**src/hw/rtl/first_free_slot_allocator_core_macros.svh**
```systemverilog
// Assertion helpers used by the allocator core RTL.
`ifndef FIRST_FREE_SLOT_ALLOCATOR_CORE_MACROS_SVH
`define FIRST_FREE_SLOT_ALLOCATOR_CORE_MACROS_SVH
`ifndef NO_ASSERTIONS
// Check outside reset.
`define FFSA_ASSERT(name, prop, msg) \
    name: assert property (@(posedge aclk) disable iff (!aresetn) prop) else $error(msg);
// Check on every edge, reset included.
`define FFSA_ASSERT_ALWAYS(name, prop, msg) \
    name: assert property (@(posedge aclk) prop) else $error(msg);
`else
`define FFSA_ASSERT(name, prop, msg)
`define FFSA_ASSERT_ALWAYS(name, prop, msg)
`endif
`endif

```
**src/hw/rtl/ffsa_pkg.sv**
```systemverilog
package ffsa_pkg;

    localparam int MAX_SLOTS = 256;
    localparam int WORD_W    = 64;
    localparam int NUM_WORDS = MAX_SLOTS / WORD_W;
    localparam int WORD_AW   = $clog2(NUM_WORDS);
    localparam int BIT_W     = $clog2(WORD_W);
    localparam int SLOT_W    = 8;
    localparam int CNT_W     = 9;
    localparam int IN_W      = 16;
    localparam int OUT_W     = 24;

    localparam logic [CNT_W-1:0] COUNT_MAX = '1;

    typedef enum logic [1:0] {
        K_ALLOC = 2'd0,
        K_FREE  = 2'd1,
        K_CLEAR = 2'd2
    } kind_t;

    typedef enum logic [1:0] {
        ST_OK           = 2'd0,
        ST_FULL         = 2'd1,
        ST_ALREADY_FREE = 2'd2,
        ST_BEYOND       = 2'd3
    } status_t;

    typedef enum logic {
        FSM_IDLE,
        FSM_WORK
    } fsm_t;

    // Position of the lowest set bit; zero when none is set.
    function automatic logic [BIT_W-1:0] lowest_set(input logic [WORD_W-1:0] w);
        logic [BIT_W-1:0] pos;
        pos = '0;
        for (int i = WORD_W - 1; i >= 0; i--) begin
            if (w[i]) begin
                pos = BIT_W'(i);
            end
        end
        return pos;
    endfunction

endpackage

```
**src/hw/rtl/ffsa_ram.sv**
```systemverilog
module ffsa_ram #(
    parameter int WIDTH = 64,
    parameter int DEPTH = 4
) (
    input  logic                     aclk,
    input  logic                     we,
    input  logic [$clog2(DEPTH)-1:0] waddr,
    input  logic [WIDTH-1:0]         wdata,
    input  logic                     re,
    input  logic [$clog2(DEPTH)-1:0] raddr,
    output logic [WIDTH-1:0]         rdata
);

    logic [WIDTH-1:0] mem_reg [DEPTH];
    logic [WIDTH-1:0] rdata_reg;

    always_ff @(posedge aclk) begin
        if (we) begin
            mem_reg[waddr] <= wdata;
        end
        if (re) begin
            rdata_reg <= mem_reg[raddr];
        end
    end

    assign rdata = rdata_reg;

endmodule

```
**src/hw/rtl/first_free_slot_allocator_core.sv**
```systemverilog
// Channel   Dir  Width  Contents (lowest bit first)
// s_*       in   16     kind[1:0], slot_index[9:2], zero pad
// m_*       out  24     status[1:0], granted_slot[9:2], occupied_count[18:10], zero pad
// cfg_*     in   9      slot_count
//
// Free and clear go through accept (map word read issued), then commit.
// Allocate scans the 64-slot map words in turn from word zero, then commits.
// The free map sits in a NUM_WORDS x 64 RAM; per-word valid flops stand in for
// its all-free reset, so reset and clear take effect at once, no clearing pass.
// A commit waits while the output word is still held by the sink; one request
// is in work at a time, and the next is accepted once the current one commits.
`include "first_free_slot_allocator_core_macros.svh"

module first_free_slot_allocator_core
    import ffsa_pkg::*;
(
    input  logic             aclk,
    input  logic             aresetn,
    input  logic             s_tvalid,
    output logic             s_tready,
    input  logic [IN_W-1:0]  s_tdata,   // kind[1:0], slot_index[9:2]
    output logic             m_tvalid,
    input  logic             m_tready,
    output logic [OUT_W-1:0] m_tdata,   // status[1:0], granted_slot[9:2], occupied_count[18:10]
    input  logic             cfg_valid,
    output logic             cfg_ready,
    input  logic [CNT_W-1:0] cfg_data   // slot_count
);

    fsm_t                 state_reg, state_next;
    logic [1:0]           kind_reg;
    logic [SLOT_W-1:0]    idx_reg;
    logic [WORD_AW-1:0]   word_reg, word_next;
    logic [NUM_WORDS-1:0] valid_reg;
    logic [CNT_W-1:0]     used_reg, used_next;
    logic [CNT_W-1:0]     slot_count_reg;
    logic                 m_tvalid_reg;
    logic [OUT_W-1:0]     m_tdata_reg;

    logic                 in_accept;
    logic [1:0]           s_kind;
    logic [SLOT_W-1:0]    s_idx;
    logic [CNT_W-1:0]     n_active;
    logic                 out_free;

    logic                 ram_we, ram_re;
    logic [WORD_AW-1:0]   ram_raddr;
    logic [WORD_W-1:0]    ram_wdata, ram_rdata;

    logic [WORD_W-1:0]    word_eff;
    logic [WORD_W-1:0]    avail;
    logic                 hit;
    logic [BIT_W-1:0]     hit_bit;
    logic [WORD_AW:0]     word_inc;
    logic [CNT_W-1:0]     next_base;
    logic                 last_word;
    logic [BIT_W-1:0]     free_bit;
    logic                 beyond;

    logic                 out_load;
    status_t              out_status;
    logic [SLOT_W-1:0]    out_granted;
    logic                 clear_map;

    assign s_kind    = s_tdata[1:0];
    assign s_idx     = s_tdata[SLOT_W+1:2];
    assign in_accept = s_tvalid && s_tready;
    assign out_free  = !m_tvalid_reg || m_tready;
    assign cfg_ready = 1'b1;

    // Clamp the configured count to the pool size.
    assign n_active = (slot_count_reg > CNT_W'(MAX_SLOTS)) ? CNT_W'(MAX_SLOTS)
                                                           : slot_count_reg;

    ffsa_ram #(
        .WIDTH (WORD_W),
        .DEPTH (NUM_WORDS)
    ) u_map (
        .aclk  (aclk),
        .we    (ram_we),
        .waddr (word_reg),
        .wdata (ram_wdata),
        .re    (ram_re),
        .raddr (ram_raddr),
        .rdata (ram_rdata)
    );

    // A word never written since reset or clear reads as all free.
    assign word_eff = valid_reg[word_reg] ? ram_rdata : '1;

    // Free bits of this word that fall below the active slot count.
    always_comb begin
        for (int b = 0; b < WORD_W; b++) begin
            avail[b] = word_eff[b] && (CNT_W'({word_reg, BIT_W'(b)}) < n_active);
        end
    end

    assign hit       = |avail;
    assign hit_bit   = lowest_set(avail);
    assign word_inc  = {1'b0, word_reg} + (WORD_AW+1)'(1);
    assign next_base = CNT_W'({word_inc, {BIT_W{1'b0}}});
    assign last_word = next_base >= n_active;
    assign free_bit  = idx_reg[BIT_W-1:0];
    assign beyond    = CNT_W'(idx_reg) >= n_active;

    always_ff @(posedge aclk) begin
        if (!aresetn) begin
            state_reg <= FSM_IDLE;
        end else begin
            state_reg <= state_next;
        end
    end

    always_comb begin
        state_next  = state_reg;
        word_next   = word_reg;
        used_next   = used_reg;
        s_tready    = 1'b0;
        ram_re      = 1'b0;
        ram_raddr   = '0;
        ram_we      = 1'b0;
        ram_wdata   = word_eff;
        out_load    = 1'b0;
        out_status  = ST_OK;
        out_granted = '0;
        clear_map   = 1'b0;
        unique case (state_reg)
            FSM_IDLE: begin
                s_tready = 1'b1;
                if (in_accept) begin
                    // Fetch the word holding the slot, or word zero to start a scan.
                    ram_re     = 1'b1;
                    ram_raddr  = (s_kind == K_FREE) ? s_idx[SLOT_W-1:BIT_W] : '0;
                    word_next  = ram_raddr;
                    state_next = FSM_WORK;
                end
            end
            FSM_WORK: begin
                unique case (kind_reg)
                    K_ALLOC: begin
                        if (!hit && !last_word) begin
                            // Advance to the next map word.
                            ram_re    = 1'b1;
                            ram_raddr = word_inc[WORD_AW-1:0];
                            word_next = word_inc[WORD_AW-1:0];
                        end else if (out_free) begin
                            out_load   = 1'b1;
                            state_next = FSM_IDLE;
                            if (hit) begin
                                ram_we      = 1'b1;
                                ram_wdata   = word_eff & ~(WORD_W'(1) << hit_bit);
                                out_granted = {word_reg, hit_bit};
                                if (used_reg != COUNT_MAX) begin
                                    used_next = used_reg + CNT_W'(1);
                                end
                            end else begin
                                out_status = ST_FULL;
                            end
                        end
                    end
                    K_FREE: begin
                        if (out_free) begin
                            out_load   = 1'b1;
                            state_next = FSM_IDLE;
                            if (beyond) begin
                                out_status = ST_BEYOND;
                            end else if (word_eff[free_bit] || used_reg == '0) begin
                                out_status = ST_ALREADY_FREE;
                            end else begin
                                ram_we    = 1'b1;
                                ram_wdata = word_eff | (WORD_W'(1) << free_bit);
                                used_next = used_reg - CNT_W'(1);
                            end
                        end
                    end
                    K_CLEAR: begin
                        if (out_free) begin
                            out_load   = 1'b1;
                            clear_map  = 1'b1;
                            used_next  = '0;
                            state_next = FSM_IDLE;
                        end
                    end
                    default: begin
                        // Unused kind: answer ok, change nothing.
                        if (out_free) begin
                            out_load   = 1'b1;
                            state_next = FSM_IDLE;
                        end
                    end
                endcase
            end
            default: begin
                state_next = FSM_IDLE;
            end
        endcase
    end

    // Control state.
    always_ff @(posedge aclk) begin
        if (!aresetn) begin
            valid_reg      <= '0;
            used_reg       <= '0;
            slot_count_reg <= CNT_W'(MAX_SLOTS);
            m_tvalid_reg   <= 1'b0;
        end else begin
            used_reg <= used_next;
            if (clear_map) begin
                valid_reg <= '0;
            end else if (ram_we) begin
                valid_reg[word_reg] <= 1'b1;
            end
            if (cfg_valid && cfg_ready) begin
                slot_count_reg <= cfg_data;
            end
            if (out_load) begin
                m_tvalid_reg <= 1'b1;
            end else if (m_tready) begin
                m_tvalid_reg <= 1'b0;
            end
        end
    end

    // Payload: hold the request and the result word.
    always_ff @(posedge aclk) begin
        word_reg <= word_next;
        if (in_accept) begin
            kind_reg <= s_kind;
            idx_reg  <= s_idx;
        end
        if (out_load) begin
            m_tdata_reg <= OUT_W'({used_next, out_granted, out_status});
        end
    end

    assign m_tvalid = m_tvalid_reg;
    assign m_tdata  = m_tdata_reg;

    `FFSA_ASSERT(a_count_bound, used_reg <= CNT_W'(MAX_SLOTS), "occupied count exceeds pool")
    `FFSA_ASSERT(a_grant_active, (state_reg == FSM_WORK && kind_reg == K_ALLOC && hit) |-> (CNT_W'({word_reg, hit_bit}) < n_active), "grant beyond slot count")
    `FFSA_ASSERT(a_rw_exclusive, !(ram_we && ram_re), "map read and write in the same cycle")
    `FFSA_ASSERT(a_result_from_work, $rose(m_tvalid_reg) |-> $past(state_reg == FSM_WORK), "result word without a request in work")
    `FFSA_ASSERT_ALWAYS(a_reset_drains, !aresetn |=> !m_tvalid_reg, "result valid after reset")

endmodule

```
**config.mk**
```make
export PLATFORM = sky130hd
export DESIGN_NAME = first_free_slot_allocator_core
export DESIGN_NICKNAME = d
export VERILOG_FILES = /design/src/hw/rtl/ffsa_pkg.sv /design/src/hw/rtl/ffsa_ram.sv /design/src/hw/rtl/first_free_slot_allocator_core.sv
export VERILOG_INCLUDE_DIRS = /design/src /design/src/hw/rtl
export SDC_FILE = /design/constraint.sdc
export NUM_CORES = 1
export LEC_CHECK = 0
export BUFFER_PORTS_ARGS = -buffer_cell sky130_fd_sc_hd__buf_2
export CAP_MARGIN = 20
export CORE_MARGIN = 1.5
export CORE_UTILIZATION = 55
export DETAILED_ROUTE_END_ITERATION = 16
export GPL_TIMING_DRIVEN = 0
export PLACE_DENSITY = 0.75
export RECOVER_POWER = 25
export SYNTH_ARGS = -nofsm -noshare
export SYNTH_HDL_FRONTEND = slang
export SYNTH_HIERARCHICAL = 1
export SYNTH_SLANG_ARGS = --single-unit
```
**constraint.sdc**
```tcl
create_clock -name aclk -period 8.6 [get_ports aclk]
set_clock_uncertainty 0.2 [all_clocks]
set_input_delay 1.29 -clock aclk [delete_from_list [all_inputs] [get_ports aclk]]
set_output_delay 1.29 -clock aclk [all_outputs]
set_load 0.02 [all_outputs]
```
==> flow_summary.yaml <==
setup_path:
  worstPathArrival_ps: 7660
  cp.depth: 15
  cpMostUsedCell: "clkbuf_1"
  crit_start: "slot_count_reg[8]"
  cpMaxStageDelayCell: "nor3b_1"
  critPathBufInv: 4
  start_kind: "flop"
  critPathKind: "flop to flop"
  r2r_end: "u_map/mem_reg[0][13]"
  worstPathRequired_ps: 8690
  rr_startpoint: "slot_count_reg[8]"
  worstSetupEndpointType: "flop"
  path_cells: "clkbuf_1 -> buf_6 -> buf_2 -> clkbuf_1 -> nand2b_1 -> ha_1 -> a21o_1 -> a2111oi_0 -> o31a_1 -> o21ai_0 -> o311ai_0 -> nand4_1 -> nor3b_1 -> a211oi_1 -> a21oi_1"
  crit_family: "compound AO/OA/AOI/OAI gates"
  path_max_fanout: 10
  cpPeakStageDelay_ps: 1320
  rr_worst_depth: 15
  critPathCapture: "u_map/mem_reg[0][13]"
  reg2reg_slack_ps: 1030
run_status:
  status: "finished with violations"
  failed_checks: "capacitance limit, slew limit"
min_path:
  hold_path.class: "flop to flop"
timing:
  fin_crit_ps: 7570
  rsz0062_at_grt: "false"
  finalHoldViolCount: 0
  maxSlewHeadroom_pct: -5.85
  slew_viol_final: 6
  timing.fmax_ghz: 0.132
  finalSetupViolCount: 0
  tightest_slew_ps: 1570
  period_share_pct: 88.1
clock_network:
  cts_tree: "done"
  cts.sinks: 375
  ctsHtreeMaxLevel: 2
  cts_made_buffers: 37
  ctsHoldBuffers: 0
  clockRootBuffer: "clkbuf_16"
  path_clk_slew_ps: 60
  post_cts_resize_count: 0
  clk_latency_ps: 560
  clock_path_buffers: 3
  cts_setup_buffers: 0
die:
  num_rows: 67
  start_util_pct: 56.1
  fp.coreArea_sq_um: 33700
  die_area_sq_um: 35500
  ioPinCount: 57
  die_w_microns: 188
  dieHeight_microns: 188
yosys:
  syn_area_per_cell_sq_um: 13.5
  syn_area_sq_um: 18900
  synth_cells: 1405
  post_synth_num_cell_types: 94
  ys_ff_latch: 375
  synth-main-ff-cell: "edfxtp_1"
  synth_edf_count: 351
  ys_seq_area_share_pct: 58.3
  synth_warnings: 6
  synthArstFlopShare_pct: 0
detailed_routing:
  viasPerCell: 7.16
  dr_total_vias: 14198
  drt_pass1_iterations: 6
  routedWlPerCell_microns: 31.5
  antenna_left: 0
  wirelength_mm: 62.5
  first_iter_violations: 1895
  drcViolationCount: 0
grt:
  grt_use_total_pct: 35.4
  first_global_vias: 13671
  grt_pass1_wl_mm: 90.9
  antenna_found_initial: 1
  grt_start_max_net_pins: 46
  overflow: 0
layout:
  final_common_cell: "edfxtp_1"
  post-route-util_pct: 62.6
  area_growth_syn_to_layout_pct: 11.5
  largest_reg_flops: 256
  final_cell_mix: "edfxtp_1, nor2_1, a21oi_1"
  drive_gt1_share_pct: 15.8
  nNetsFinal: 1554
placement:
  routabilityCongestion: 1.00
  hpwl_mm: 46.0
  io_buffer_count: 43
power:
  p_total_mw: 3.83
  power_density_nw_per_um2: 182
  p_leak_nw: 5.66
  ir_worst_vdd_mv: 0.274
job:
  max_cap_violations: 1
power by group:
| group | switching [mW] | internal [mW] |
|---|---|---|
| Sequential | 0.0207 | 2.00 |
| Combinational | 0.213 | 0.0979 |
| Clock | 0.684 | 0.817 |
metal layers:
layer / part of all wire, % / wire, microns / vias to the layer above / track usage [%]
met3: 12 / 7200 / 192 / 5.87
li1: - / - / 5934 / -
met5: 0 / 0 / - / 0
met4: 5.3 / 3300 / 0 / 16.4
met1: 38 / 23900 / 6989 / 49.6
met2: 45 / 28100 / 1083 / 54.6
stage by stage:
step                      area (sq um)  std cells  hold WS, ps  setup slack [ps]  setup TNS, ps
after floorplan                  18900       1409          252              1500              0
after global placement           19700       1900          271             -2080        -240500
after detailed placement         20000       1912          287              1870              0
after CTS                        21100       1979          301              1820              0
after global routing             21100       1980          347               698              0
final                            21100       1982          299              1030              0
final cells by class:
class / count / area [sq um]
antenna: 2 / 5.00
buffer: 95 / 568
clock buffer: 43 / 970
clock inverter: 24 / 146
fill: 2564 / 12600
inverter: 23 / 86.3
multi-input combinational: 916 / 7270
sequential: 375 / 11000
tap: 448 / 561
timing repair buffer: 56 / 457
worst min-delay path: stages (launching register included):
cell and delay, ps:
dfxtp_1 340, a21oi_1 50, nor2_1 80
cells by family (layout without fill, tap and decap cells):
kind of cell / after synthesis / after routing / share of synthesized area (%)
compound gates: 370 / 370 / 13.9
fa+ha+maj: 20 / 20 / 1.32
buf+inv: 118 / 241 / 3.49
flops: 375 / 375 / 58.3
mux: 100 / 100 / 10.8
other cells: 2 / 8 / 0.0397
simple gates: 420 / 420 / 12.2
worst min-delay path by stage:
stage / start / end / slack [ps] / cells after the start
after detailed placement: valid_reg[3] / valid_reg[3] / 290 / 2
after global placement: valid_reg[3] / valid_reg[3] / 270 / 2
after global routing: valid_reg[1] / valid_reg[1] / 350 / 2
final: valid_reg[3] / valid_reg[3] / 300 / 2
after floorplan: valid_reg[2] / valid_reg[2] / 250 / 2
after CTS: valid_reg[3] / valid_reg[3] / 300 / 2
Yosys cell counts, types with 9 or more instances:
| master | n | area, sq um |
|---|---|---|
| a211o_1 | 9 | 78.8 |
| a211oi_1 | 55 | 413 |
| a21oi_1 | 84 | 420 |
| a311oi_1 | 9 | 78.8 |
| a31oi_1 | 11 | 68.8 |
| and2_1 | 17 | 106 |
| and3_1 | 10 | 62.6 |
| buf_2 | 29 | 145 |
| buf_4 | 12 | 90.1 |
| clkbuf_1 | 40 | 150 |
| dfxtp_1 | 24 | 480 |
| edfxtp_1 | 351 | 10500 |
| ha_1 | 20 | 250 |
| inv_1 | 20 | 75.1 |
| mux2i_1 | 14 | 140 |
| mux4_2 | 77 | 1730 |
| nand2_1 | 77 | 289 |
| nand2b_1 | 28 | 175 |
| nand3_1 | 35 | 175 |
| nand4_1 | 29 | 181 |
| nor2_1 | 89 | 334 |
| nor2b_1 | 20 | 125 |
| nor3_1 | 26 | 130 |
| nor4_1 | 17 | 106 |
| o2111ai_1 | 12 | 105 |
| o211ai_1 | 17 | 128 |
| o21a_1 | 9 | 67.6 |
| o21ai_0 | 39 | 195 |
| o221ai_1 | 12 | 105 |
| o22ai_1 | 12 | 75.1 |
| o31ai_1 | 11 | 82.6 |
(Power assumes the default switching activity.)
